[src/euclidean_distance_accumulator_top_assert.svh]
// Assertion macros used by the root unit of the distance accumulator.
`ifndef EUCLIDEAN_DISTANCE_ACCUMULATOR_TOP_ASSERT_SVH
`define EUCLIDEAN_DISTANCE_ACCUMULATOR_TOP_ASSERT_SVH

// The consequent must hold in the same cycle as the antecedent.
`define EDA_ASSERT_NOW(lbl, ante, cons, msg) \
  lbl: assert property (@(posedge clk_i) disable iff (!rst_ni) (ante) |-> (cons)) \
    else $error(msg);

// The consequent must hold in the cycle after the antecedent.
`define EDA_ASSERT_NEXT(lbl, ante, cons, msg) \
  lbl: assert property (@(posedge clk_i) disable iff (!rst_ni) (ante) |=> (cons)) \
    else $error(msg);

`endif

[src/edacc_pkg.sv]
// Shared types and constants of the Euclidean distance accumulator.
`timescale 1ns / 1ps
package edacc_pkg;

  localparam int ELEM_W = 16;
  localparam int MAG_W  = ELEM_W;
  localparam int SQ_W   = 2 * MAG_W;
  localparam int SUM_W  = 44;
  localparam int DIST_W = 22;
  localparam int REM_W  = DIST_W + 3;
  localparam int CNT_W  = $clog2(DIST_W);
  localparam int QDEPTH = 2;
  localparam int QPTR_W = 1;
  localparam int QCNT_W = 2;

  localparam logic [SUM_W-1:0] SUM_MAX = {SUM_W{1'b1}};

  // One finished vector sum handed from the front end to the root unit.
  typedef struct packed {
    logic [SUM_W-1:0] sum;
    logic             sat;
  } sum_entry_t;

  // Handshake between the queue and the root unit.
  typedef struct packed {
    logic       empty;
    sum_entry_t head;
  } queue_rd_t;

  typedef enum logic [2:0] {
    S_IDLE = 3'b001,
    S_CALC = 3'b010,
    S_DONE = 3'b100
  } root_state_e;

endpackage

[src/euclidean_distance_accumulator_top.sv]
// Top level of the Euclidean distance accumulator.
//
//   channel | direction | handshake        | fields
//   --------+-----------+------------------+---------------------------------
//   input   | in        | push / full      | elem_a_i, elem_b_i, last_elem_i
//   result  | out       | empty / pop      | distance_o, sum_saturated_o
//
// One element pair is taken per cycle while full is low; the front end registers the
// magnitude, then the square. The root unit loads a sum, computes the root digits one
// per step, then writes the result register; short vectors back up through the two-entry queue.
// Reset clears the running sum, the saturation flag, the queue and the result valid flag.
// full rises only while a finished vector waits for a free queue entry.
`timescale 1ns / 1ps
module euclidean_distance_accumulator_top (
  input  logic                               clk_i,
  input  logic                               rst_ni,
  input  logic                               push,
  output logic                               full,
  input  logic signed [edacc_pkg::ELEM_W-1:0] elem_a_i,
  input  logic signed [edacc_pkg::ELEM_W-1:0] elem_b_i,
  input  logic                               last_elem_i,
  output logic                               empty,
  input  logic                               pop,
  output logic [edacc_pkg::DIST_W-1:0]       distance_o,
  output logic                               sum_saturated_o
);
  import edacc_pkg::*;

  logic       q_full, q_push, q_pop;
  sum_entry_t q_wdata;
  queue_rd_t  q_rd;

  edacc_front u_front (
    .clk_i       (clk_i),
    .rst_ni      (rst_ni),
    .push_i      (push),
    .full_o      (full),
    .elem_a_i    (elem_a_i),
    .elem_b_i    (elem_b_i),
    .last_elem_i (last_elem_i),
    .q_full_i    (q_full),
    .q_push_o    (q_push),
    .q_data_o    (q_wdata)
  );

  edacc_fifo u_fifo (
    .clk_i  (clk_i),
    .rst_ni (rst_ni),
    .push_i (q_push),
    .data_i (q_wdata),
    .full_o (q_full),
    .pop_i  (q_pop),
    .rd_o   (q_rd)
  );

  edacc_sqrt u_sqrt (
    .clk_i           (clk_i),
    .rst_ni          (rst_ni),
    .q_rd_i          (q_rd),
    .q_pop_o         (q_pop),
    .empty_o         (empty),
    .pop_i           (pop),
    .distance_o      (distance_o),
    .sum_saturated_o (sum_saturated_o)
  );

endmodule

[src/edacc_front.sv]
// Front end: difference, square and saturating accumulation of element pairs.
`timescale 1ns / 1ps
module edacc_front (
  input  logic                           clk_i,
  input  logic                           rst_ni,
  input  logic                           push_i,
  output logic                           full_o,
  input  logic signed [edacc_pkg::ELEM_W-1:0] elem_a_i,
  input  logic signed [edacc_pkg::ELEM_W-1:0] elem_b_i,
  input  logic                           last_elem_i,
  input  logic                           q_full_i,
  output logic                           q_push_o,
  output edacc_pkg::sum_entry_t          q_data_o
);
  import edacc_pkg::*;

  logic                    s1_valid_q, s1_last_q;
  logic [MAG_W-1:0]        s1_mag_q;
  logic                    s2_valid_q, s2_last_q;
  logic [SQ_W-1:0]         s2_sq_q;
  logic [SUM_W-1:0]        sum_q, sum_d;
  logic                    sat_q, sat_d;
  logic signed [ELEM_W:0]  diff;
  logic [ELEM_W:0]         mag_full;
  logic [SUM_W:0]          sum_ext;
  logic                    stall, en, accept;

  // Only a finished vector needs room in the queue; everything else flows.
  assign stall  = s2_valid_q & s2_last_q & q_full_i;
  assign en     = ~stall;
  assign full_o = stall;
  assign accept = push_i & ~stall;

  assign diff     = {elem_a_i[ELEM_W-1], elem_a_i} - {elem_b_i[ELEM_W-1], elem_b_i};
  assign mag_full = diff[ELEM_W] ? -diff : diff;

  assign sum_ext = {1'b0, sum_q} + {{(SUM_W + 1 - SQ_W){1'b0}}, s2_sq_q};

  always_comb begin
    if (sum_ext[SUM_W]) begin
      sum_d = SUM_MAX;
      sat_d = 1'b1;
    end else begin
      sum_d = sum_ext[SUM_W-1:0];
      sat_d = sat_q;
    end
  end

  assign q_push_o     = en & s2_valid_q & s2_last_q;
  assign q_data_o.sum = sum_d;
  assign q_data_o.sat = sat_d;

  always_ff @(posedge clk_i or negedge rst_ni) begin
    if (!rst_ni) begin
      s1_valid_q <= 1'b0;
      s2_valid_q <= 1'b0;
      s1_last_q  <= 1'b0;
      s2_last_q  <= 1'b0;
      sum_q      <= '0;
      sat_q      <= 1'b0;
    end else if (en) begin
      s1_valid_q <= accept;
      s1_last_q  <= last_elem_i;
      s2_valid_q <= s1_valid_q;
      s2_last_q  <= s1_last_q;
      if (s2_valid_q) begin
        if (s2_last_q) begin
          sum_q <= '0;
          sat_q <= 1'b0;
        end else begin
          sum_q <= sum_d;
          sat_q <= sat_d;
        end
      end
    end
  end

  always_ff @(posedge clk_i) begin
    if (en) begin
      s1_mag_q <= mag_full[MAG_W-1:0];
      s2_sq_q  <= s1_mag_q * s1_mag_q;
    end
  end

endmodule

[src/edacc_fifo.sv]
// Short queue of finished vector sums between the front end and the root unit.
`timescale 1ns / 1ps
module edacc_fifo (
  input  logic                  clk_i,
  input  logic                  rst_ni,
  input  logic                  push_i,
  input  edacc_pkg::sum_entry_t data_i,
  output logic                  full_o,
  input  logic                  pop_i,
  output edacc_pkg::queue_rd_t  rd_o
);
  import edacc_pkg::*;

  sum_entry_t        mem_q [QDEPTH];
  logic [QPTR_W-1:0] wr_ptr_q, rd_ptr_q;
  logic [QCNT_W-1:0] cnt_q;
  logic              do_push, do_pop;

  assign full_o       = (cnt_q == QCNT_W'(QDEPTH));
  assign rd_o.empty   = (cnt_q == '0);
  assign rd_o.head    = mem_q[rd_ptr_q];
  assign do_push      = push_i & ~full_o;
  assign do_pop       = pop_i & ~rd_o.empty;

  always_ff @(posedge clk_i) begin
    if (do_push) begin
      mem_q[wr_ptr_q] <= data_i;
    end
  end

  always_ff @(posedge clk_i or negedge rst_ni) begin
    if (!rst_ni) begin
      wr_ptr_q <= '0;
      rd_ptr_q <= '0;
      cnt_q    <= '0;
    end else begin
      if (do_push) begin
        wr_ptr_q <= wr_ptr_q + 1'b1;
      end
      if (do_pop) begin
        rd_ptr_q <= rd_ptr_q + 1'b1;
      end
      if (do_push && !do_pop) begin
        cnt_q <= cnt_q + 1'b1;
      end else if (do_pop && !do_push) begin
        cnt_q <= cnt_q - 1'b1;
      end
    end
  end

endmodule

[src/edacc_sqrt.sv]
// Back end: digit-by-digit floor square root and the result register.
`timescale 1ns / 1ps
`include "euclidean_distance_accumulator_top_assert.svh"
module edacc_sqrt (
  input  logic                        clk_i,
  input  logic                        rst_ni,
  input  edacc_pkg::queue_rd_t        q_rd_i,
  output logic                        q_pop_o,
  output logic                        empty_o,
  input  logic                        pop_i,
  output logic [edacc_pkg::DIST_W-1:0] distance_o,
  output logic                        sum_saturated_o
);
  import edacc_pkg::*;

  root_state_e       state_q, state_d;
  logic [SUM_W-1:0]  x_q;
  logic [REM_W-1:0]  rem_q, rem_sh, trial, rem_d;
  logic [DIST_W-1:0] root_q, root_d;
  logic [CNT_W-1:0]  cnt_q;
  logic              sat_q, ge;
  logic              out_valid_q, out_take, load_out;

  // Two bits of the sum enter the partial remainder per step.
  assign rem_sh = {rem_q[REM_W-3:0], x_q[SUM_W-1 -: 2]};
  assign trial  = {1'b0, root_q, 2'b01};
  assign ge     = (rem_sh >= trial);
  assign rem_d  = ge ? rem_sh - trial : rem_sh;
  assign root_d = {root_q[DIST_W-2:0], ge};

  assign out_take = pop_i & out_valid_q;
  assign load_out = (state_q == S_DONE) & (~out_valid_q | out_take);
  assign q_pop_o  = (state_q == S_IDLE) & ~q_rd_i.empty;
  assign empty_o  = ~out_valid_q;

  always_comb begin
    state_d = state_q;
    case (state_q)
      S_IDLE: begin
        if (!q_rd_i.empty) begin
          state_d = S_CALC;
        end
      end
      S_CALC: begin
        if (cnt_q == '0) begin
          state_d = S_DONE;
        end
      end
      S_DONE: begin
        if (load_out) begin
          state_d = S_IDLE;
        end
      end
      default: state_d = S_IDLE;
    endcase
  end

  always_ff @(posedge clk_i or negedge rst_ni) begin
    if (!rst_ni) begin
      state_q     <= S_IDLE;
      out_valid_q <= 1'b0;
      cnt_q       <= '0;
    end else begin
      state_q <= state_d;
      if (load_out) begin
        out_valid_q <= 1'b1;
      end else if (out_take) begin
        out_valid_q <= 1'b0;
      end
      if (q_pop_o) begin
        cnt_q <= CNT_W'(DIST_W - 1);
      end else if (state_q == S_CALC) begin
        cnt_q <= cnt_q - 1'b1;
      end
    end
  end

  always_ff @(posedge clk_i) begin
    if (q_pop_o) begin
      x_q    <= q_rd_i.head.sum;
      sat_q  <= q_rd_i.head.sat;
      rem_q  <= '0;
      root_q <= '0;
    end else if (state_q == S_CALC) begin
      x_q    <= {x_q[SUM_W-3:0], 2'b00};
      rem_q  <= rem_d;
      root_q <= root_d;
    end
    if (load_out) begin
      distance_o      <= root_q;
      sum_saturated_o <= sat_q;
    end
  end

  `EDA_ASSERT_NEXT(a_calc_runs, (state_q == S_CALC) && (cnt_q != '0), state_q == S_CALC, "root iteration left early")
  `EDA_ASSERT_NOW(a_pop_when_idle, q_pop_o, (state_q == S_IDLE) && !q_rd_i.empty, "queue read outside idle")
  `EDA_ASSERT_NOW(a_out_from_done, $rose(out_valid_q), $past(state_q == S_DONE), "result loaded without a finished root")

endmodule
[config.mk]
export PLATFORM = sky130hd
export DESIGN_NAME = euclidean_distance_accumulator_top
export DESIGN_NICKNAME = d
export VERILOG_FILES = /design/src/edacc_pkg.sv /design/src/euclidean_distance_accumulator_top.sv /design/src/edacc_front.sv /design/src/edacc_fifo.sv /design/src/edacc_sqrt.sv
export VERILOG_INCLUDE_DIRS = /design/src /design/src/src
export SDC_FILE = /design/constraint.sdc
export NUM_CORES = 1
export LEC_CHECK = 0
export ABC_CLOCK_PERIOD_IN_PS = 13430
export BUFFER_PORTS_ARGS = -buffer_cell sky130_fd_sc_hd__buf_2
export CAP_MARGIN = 30
export CORE_MARGIN = 4
export CORE_UTILIZATION = 40
export DETAILED_ROUTE_END_ITERATION = 12
export GPL_TIMING_DRIVEN = 1
export HOLD_SLACK_MARGIN = 0.02
export PLACE_DENSITY = 0.55
export SLEW_MARGIN = 20
export SYNTH_ARGS = -nofsm -noshare
export SYNTH_HDL_FRONTEND = slang
export SYNTH_SLANG_ARGS = --single-unit
[constraint.sdc]
create_clock -name clk_i -period 13.43 [get_ports clk_i]
set_clock_uncertainty 0.1 [all_clocks]
set_input_delay 0.6715 -clock clk_i [delete_from_list [all_inputs] [get_ports clk_i]]
set_output_delay 0.6715 -clock clk_i [all_outputs]
set_load 0.01 [all_outputs]
==> impl_metrics.yaml, run 1 <==
setup_path:
  critPathLaunchType: "register"
  endpoint_kind: "register"
  critPathKind: "reg -> reg"
  cp_max_fo: 18
  cp_data_arrival_time_ns: 7.50
  worstPathRequired_ns: 13.62
cts:
  cts-root-buf: "clkbuf_16"
  clk_pin_slew_worst_paths_ns: 0.05
  cts.sinks: 312
  cts_resized: 0
  ctsLongestPathBuffers: 3
  clk-insertion-delay-late_ns: 0.56
  cts_buffers: 38
  htreeDepth: 2
  cts_tree: "done"
logic_synthesis:
  ys.flop_type: "edfxtp_1"
  synth_nets: 2609
  synth_edf_count: 205
  syn_avg_cell_area_um2: 10.1
  ys_seq_area_share_pct: 38.2
  netlist_area_mm2: 0.0225
  synth-seq-cells: 312
  ys_async_sr_fraction_pct: 19.9
  yosysWarnings: 0
  syn-instance-count: 2233
  synth.distinct_cells: 77
grt:
  grt_pass1_wl_mm: 78.5
  grtUsageTotal_pct: 15.5
  antenna_found_initial: 0
  overflow: 0
  grt_pass1_vias: 15991
  grt_max_degree: 77
place:
  placed_cells: 2981
  place_hpwl_mm: 34.1
  numPortBuffers: 61
  place_congestion: 0.855
final_layout:
  final_common_cell: "inv_1"
  fillCellCount: 5264
  layout-drive-gt1-share_pct: 7.33
  insertedDiodeCount: 0
  layout.nets: 2651
  final_cell_mix: "inv_1, nand2_1, edfxtp_1"
  fin_cells: 3053
  synthToLayoutAreaGrowth_pct: 10.4
drt:
  routedWlPerCell_um: 15.0
  drc_errors: 0
  detail-route-antenna-nets: 0
  vias: 15207
  via_per_inst: 4.98
  drt_iter0_drc: 781
  drt_first_pass_iters: 5
  drt_wl_total_mm: 45.9
floorplan:
  rows: 86
  dieArea_mm2: 0.0602
  start_util_pct: 40.7
  die_w_um: 245
  io_pins: 62
  core_mm2: 0.0554
  die_y_um: 245
sta:
  fin_setup_tns_ns: 0
  setup_violations: 0
  tightest_slew_ns: 0.912
  fin_crit_sh_pct: 54.4
  timing.fmax_mhz: 137
  final-max-slew-violation-count: 0
  max_slew_margin_pct: 38.8
  fin_crit_ns: 7.31
  hold_violations: 0
  grt_setup_unrepaired: "false"
run_status:
  status: "finished, final reports clean"
hold_path:
  min_path_type: "in -> reg"
run:
  drv_cap: 0
[cell usage after synthesis (all sizes together) (5+ instances only)]
library cell	count	area share (%)
a21o	40	1.3
a31oi	18	0.50
clkbuf	66	1.1
buf	11	0.28
nor2b	15	0.42
inv	334	5.6
or2	5	0.14
or3	8	0.24
fa	166	15
o21bai	17	0.58
o21a	15	0.50
dfrtp	61	6.8
nor3	26	0.58
dfxtp	45	4.0
and3	16	0.44
edfxtp	205	27
and2	44	1.2
nand2b	19	0.53
ha	173	9.6
o21ai	148	3.3
a21boi	6	0.20
xor2	43	1.7
mux2i	49	2.2
nand4	12	0.33
nor2	104	1.7
a21oi	96	2.2
nand2	253	4.2
o31ai	6	0.26
nand3	54	1.2
xnor2	74	2.9
o211ai	20	0.67
a22o	21	0.82
a211oi	9	0.30
[critical path, cell delays in order, from the launching register on]
cell and delay (ns):
edfxtp_1 0.68, nand2_1 0.23, inv_1 0.08, fa_1 0.50
inv_1 0.06, fa_1 0.53, inv_1 0.06, fa_1 0.52
fa_1 0.43, fa_1 0.54, inv_1 0.05, fa_1 0.53
inv_1 0.04, ha_1 0.36, a21oi_1 0.20, o22ai_1 0.09
a31oi_1 0.34, a21oi_1 0.22, o41a_1 0.40, a211o_1 0.29
a41oi_1 0.36, o21ai_0 0.15, a21oi_1 0.19, xnor2_1 0.07
[through the flow]
step	setup WS [ns]	hold slack [ns]	utilization, %	area (um2)
after global placement	6.34	0.329	42.6	23600
after global routing	5.74	0.217	44.9	24900
after detailed placement	6.21	0.337	42.7	23700
after CTS	6.18	0.183	44.8	24800
after floorplan	6.76	0.276	-	22500
final	6.12	0.209	44.9	24900
[worst paths after layout]
check | slack, ns | from | end | cells past startpoint
hold reg to reg | 0.34 | u_sqrt.sat_q | u_sqrt.sum_saturated_o | 0
max in group asynchronous | 12.16 | rst_ni | u_front.sum_q[4] | 4
hold / removal | 0.21 | pop | u_sqrt.out_valid_q | 2
setup reg to reg | 6.12 | u_front.s1_mag_q[4] | u_front.s2_sq_q[31] | 23
setup / recovery | 6.12 | u_front.s1_mag_q[4] | u_front.s2_sq_q[31] | 23
min in group asynchronous | 0.51 | rst_ni | u_sqrt.cnt_q[0] | 3
[state kept, by name, indices dropped and copies added, names as in the netlist, 2 cells and up]
register / flops
u_fifo.cnt_q: 2
u_sqrt.distance_o: 22
u_front.s2_sq_q: 31
u_sqrt.state_q: 3
u_front.s1_mag_q: 16
u_sqrt.cnt_q: 5
u_sqrt.root_q: 22
u_front.sum_q: 44
u_sqrt.rem_q: 23
u_fifo.mem_q: 90
u_sqrt.x_q: 44
[cell families (layout without fill, tap and decap cells)]
family | after synthesis | after routing | synth area share, %
multiplexers | 52 | 52 | 2.33
flip-flops | 312 | 312 | 38.2
XOR/XNOR | 117 | 117 | 4.55
adder cells (fa/ha/maj) | 339 | 339 | 24.3
buffers and inverters | 411 | 483 | 6.94
AO/OA/AOI/OAI | 433 | 433 | 12.1
AND/OR/NAND/NOR | 569 | 569 | 11.5
[routing by layer]
layer  vias to the layer above  wire, um  track usage, %
met5                         -         0               0
met4                         0       835            4.15
met3                        52      1600            2.02
met2                       228     22100            27.3
met1                      7320     21300            20.3
li1                       7607         -               -
[layout make-up]
type	count	area, um2	area share [%]
multi-input combinational	1510	12400	49.8
clock buffer	49	1020	4.11
clock inverter	21	161	0.649
inverter	334	1250	5.04
sequential	312	8610	34.6
timing repair buffer	79	495	1.99
tap	748	936	3.76
[repair_timing]
item	in CTS	in global routing
hold endpoints to repair	0	16
setup buffers	0	0
hold buffers	0	1
Power of run 1 is not shown: default switching activity piles up to over one toggle a cycle in this logic, so the estimate is an artifact.
==> inputs of run 2 (changes only) <==
ABC_CLOCK_PERIOD_IN_PS = 7300   (was 13430)
clock period = 7.3 ns   (was 13.43 ns; I/O delays follow)
==> run 2 against run 1 <==
Die area did not move; utilization rose by 0.42 points; via count is 1.3% higher; routed wire length is essentially flat; fmax is 6.4% higher; setup slack got worse by 5.7 ns; sequential cell count stayed put; hold slack worse by 0.041 ns; first-iteration DRC count up 13%; sequential share of layout area shrank 0.32 points; register-to-register slack lost 5.7 ns; global-route usage fell by 0.12 points; critical endpoint unchanged.
==> impl_metrics.yaml, run 2 (same netlist as run 1, synthesis figures left out) <==
final_layout:
  postLayoutCellArea_mm2: 0.0251
  final_common_cell: "inv_1"
  regMostFlops: "u_fifo.mem_q"
  layout-drive-gt1-share_pct: 8.04
  synthToLayoutAreaGrowth_pct: 11.4
  final_cell_mix: "inv_1, nand2_1, edfxtp_1"
  insertedDiodeCount: 0
  reg_top3: "u_fifo.mem_q (90), u_front.sum_q (44), u_sqrt.x_q (44)"
  layout.nets: 2672
  fin_cells: 3073
  largest_reg_flops: 90
setup_path:
  cpPeakStageDelay_ns: 0.68
  r2r-start: "u_front.s1_mag_q[14]"
  slowest_stage: "edfxtp_1"
  r2r_end: "u_front.s2_sq_q[31]"
  critPathLaunchType: "register"
  worstPathRequired_ns: 7.49
  path_cells: "nand2_1, fa_1, inv_1, fa_1, fa_1, fa_1, fa_1, inv_1, fa_1, inv_1, ha_1, a21oi_1, o21ai_0, nand2_1, a21oi_1, o41a_1, a211o_1, a41oi_1, o21ai_0, a21oi_1, xnor2_1"
  rr_worst_depth: 21
  cp_common_cell: "fa_1"
  worstPathBufferInverterCount: 3
  cp_max_fo: 17
  critPathKind: "reg -> reg"
  endpoint_kind: "register"
  cp_data_arrival_time_ns: 7.07
  reg2reg_slack_ns: 0.43
  cp_top_family: "adder cells"
sta:
  fin_crit_sh_pct: 94.2
  grt_setup_unrepaired: "false"
  final-max-slew-violation-count: 0
  fin_setup_tns_ns: 0
  whs_ns: 0.167
  setup_violations: 0
  tightest_slew_ns: 0.915
  max_slew_margin_pct: 39.0
  timing.fmax_mhz: 145
  fin_crit_ns: 6.87
  hold_violations: 0
floorplan:
  start_util_pct: 40.7
  dieArea_mm2: 0.0602
  die_w_um: 245
  io_pins: 62
  core_mm2: 0.0554
  die_y_um: 245
  rows: 86
place:
  dpl_cell_area_mm2: 0.0238
  place_congestion: 0.852
  place_hpwl_mm: 34.4
  numPortBuffers: 61
  placed_cells: 2996
drt:
  routedWlPerCell_um: 14.9
  detail-route-antenna-nets: 0
  drc_errors: 0
  drt_wl_total_mm: 45.9
  vias: 15403
  via_per_inst: 5.01
  drt_first_pass_iters: 5
  drt_iter0_drc: 880
cts:
  cts_tree: "done"
  ctsLongestPathBuffers: 3
  cts-root-buf: "clkbuf_16"
  clk-insertion-delay-late_ns: 0.56
  htreeDepth: 2
  cts.sinks: 312
  cts_buffers: 37
  clk_pin_slew_worst_paths_ns: 0.06
grt:
  grt_pass1_wl_mm: 77.7
  overflow: 0
  antenna_found_initial: 0
  grt_pass1_vias: 15841
  grtUsageTotal_pct: 15.4
  grt_max_degree: 78
hold_path:
  hold_path.startpoint: "elem_b_i[0]"
  hold_path_end: "u_front.s1_mag_q[0]"
  whs_path_depth: 3
  min_path_type: "in -> reg"
run:
  drv_cap: 0
run_status:
  status: "finished, final reports clean"
## run 2: repair_timing
action | CTS | global route
endpoints found under the hold margin | 64 | 0
gates resized for setup | 0 | 1
hold buffers | 4 | 0
endpoints found under the setup margin | 0 | 4
setup buffers | 0 | 4
## run 2: worst register-to-register path, stage by stage (launching register included)
cell and delay, ns:
edfxtp_1 0.68, nand2_1 0.15, fa_1 0.57, inv_1 0.07
fa_1 0.52, fa_1 0.53, fa_1 0.52, fa_1 0.54
inv_1 0.05, fa_1 0.52, inv_1 0.04, ha_1 0.34
a21oi_1 0.21, o21ai_0 0.15, nand2_1 0.10, a21oi_1 0.06
o41a_1 0.38, a211o_1 0.29, a41oi_1 0.40, o21ai_0 0.13
a21oi_1 0.20, xnor2_1 0.08
## run 2: how the worst max path moves through the flow
stage                               startpoint                  end  slack, ns  depth (start not counted)
after floorplan            u_front.s1_mag_q[4]  u_front.s2_sq_q[31]       0.63                         23
after global placement     u_front.s1_mag_q[3]  u_front.s2_sq_q[31]       0.44                         25
after detailed placement   u_front.s1_mag_q[3]  u_front.s2_sq_q[31]       0.30                         25
after CTS                  u_front.s1_mag_q[3]  u_front.s2_sq_q[31]       0.28                         25
after global routing       u_front.s1_mag_q[4]  u_front.s2_sq_q[31]       0.04                         23
final                     u_front.s1_mag_q[14]  u_front.s2_sq_q[31]       0.43                         21
## run 2: final cells by class
| type | count | area, um2 |
|---|---|---|
| inverters | 334 | 1250 |
| repair buffers | 101 | 681 |
| well taps | 748 | 936 |
| clock inverters | 16 | 174 |
| fillers | 5161 | 30300 |
| flip-flops and latches | 312 | 8610 |
| multi-input cells | 1510 | 12400 |
| clock buffers | 52 | 1050 |
## run 2: metrics by stage
stage                     worst slack [ns]  utilization (%)
after detailed placement             0.302             42.9
after global placement               0.443             42.8
after global routing                0.0377             45.3
after floorplan                      0.628                -
final                                0.426             45.3
after CTS                            0.279             45.2
## run 2: routing by layer
layer  track usage [%]  routed length [um]
met4              4.05                 861
met3              1.91                1400
met5                 0                   0
met2              27.5               22900
met1              19.9               20800
Power of run 2 is left out for the same reason.
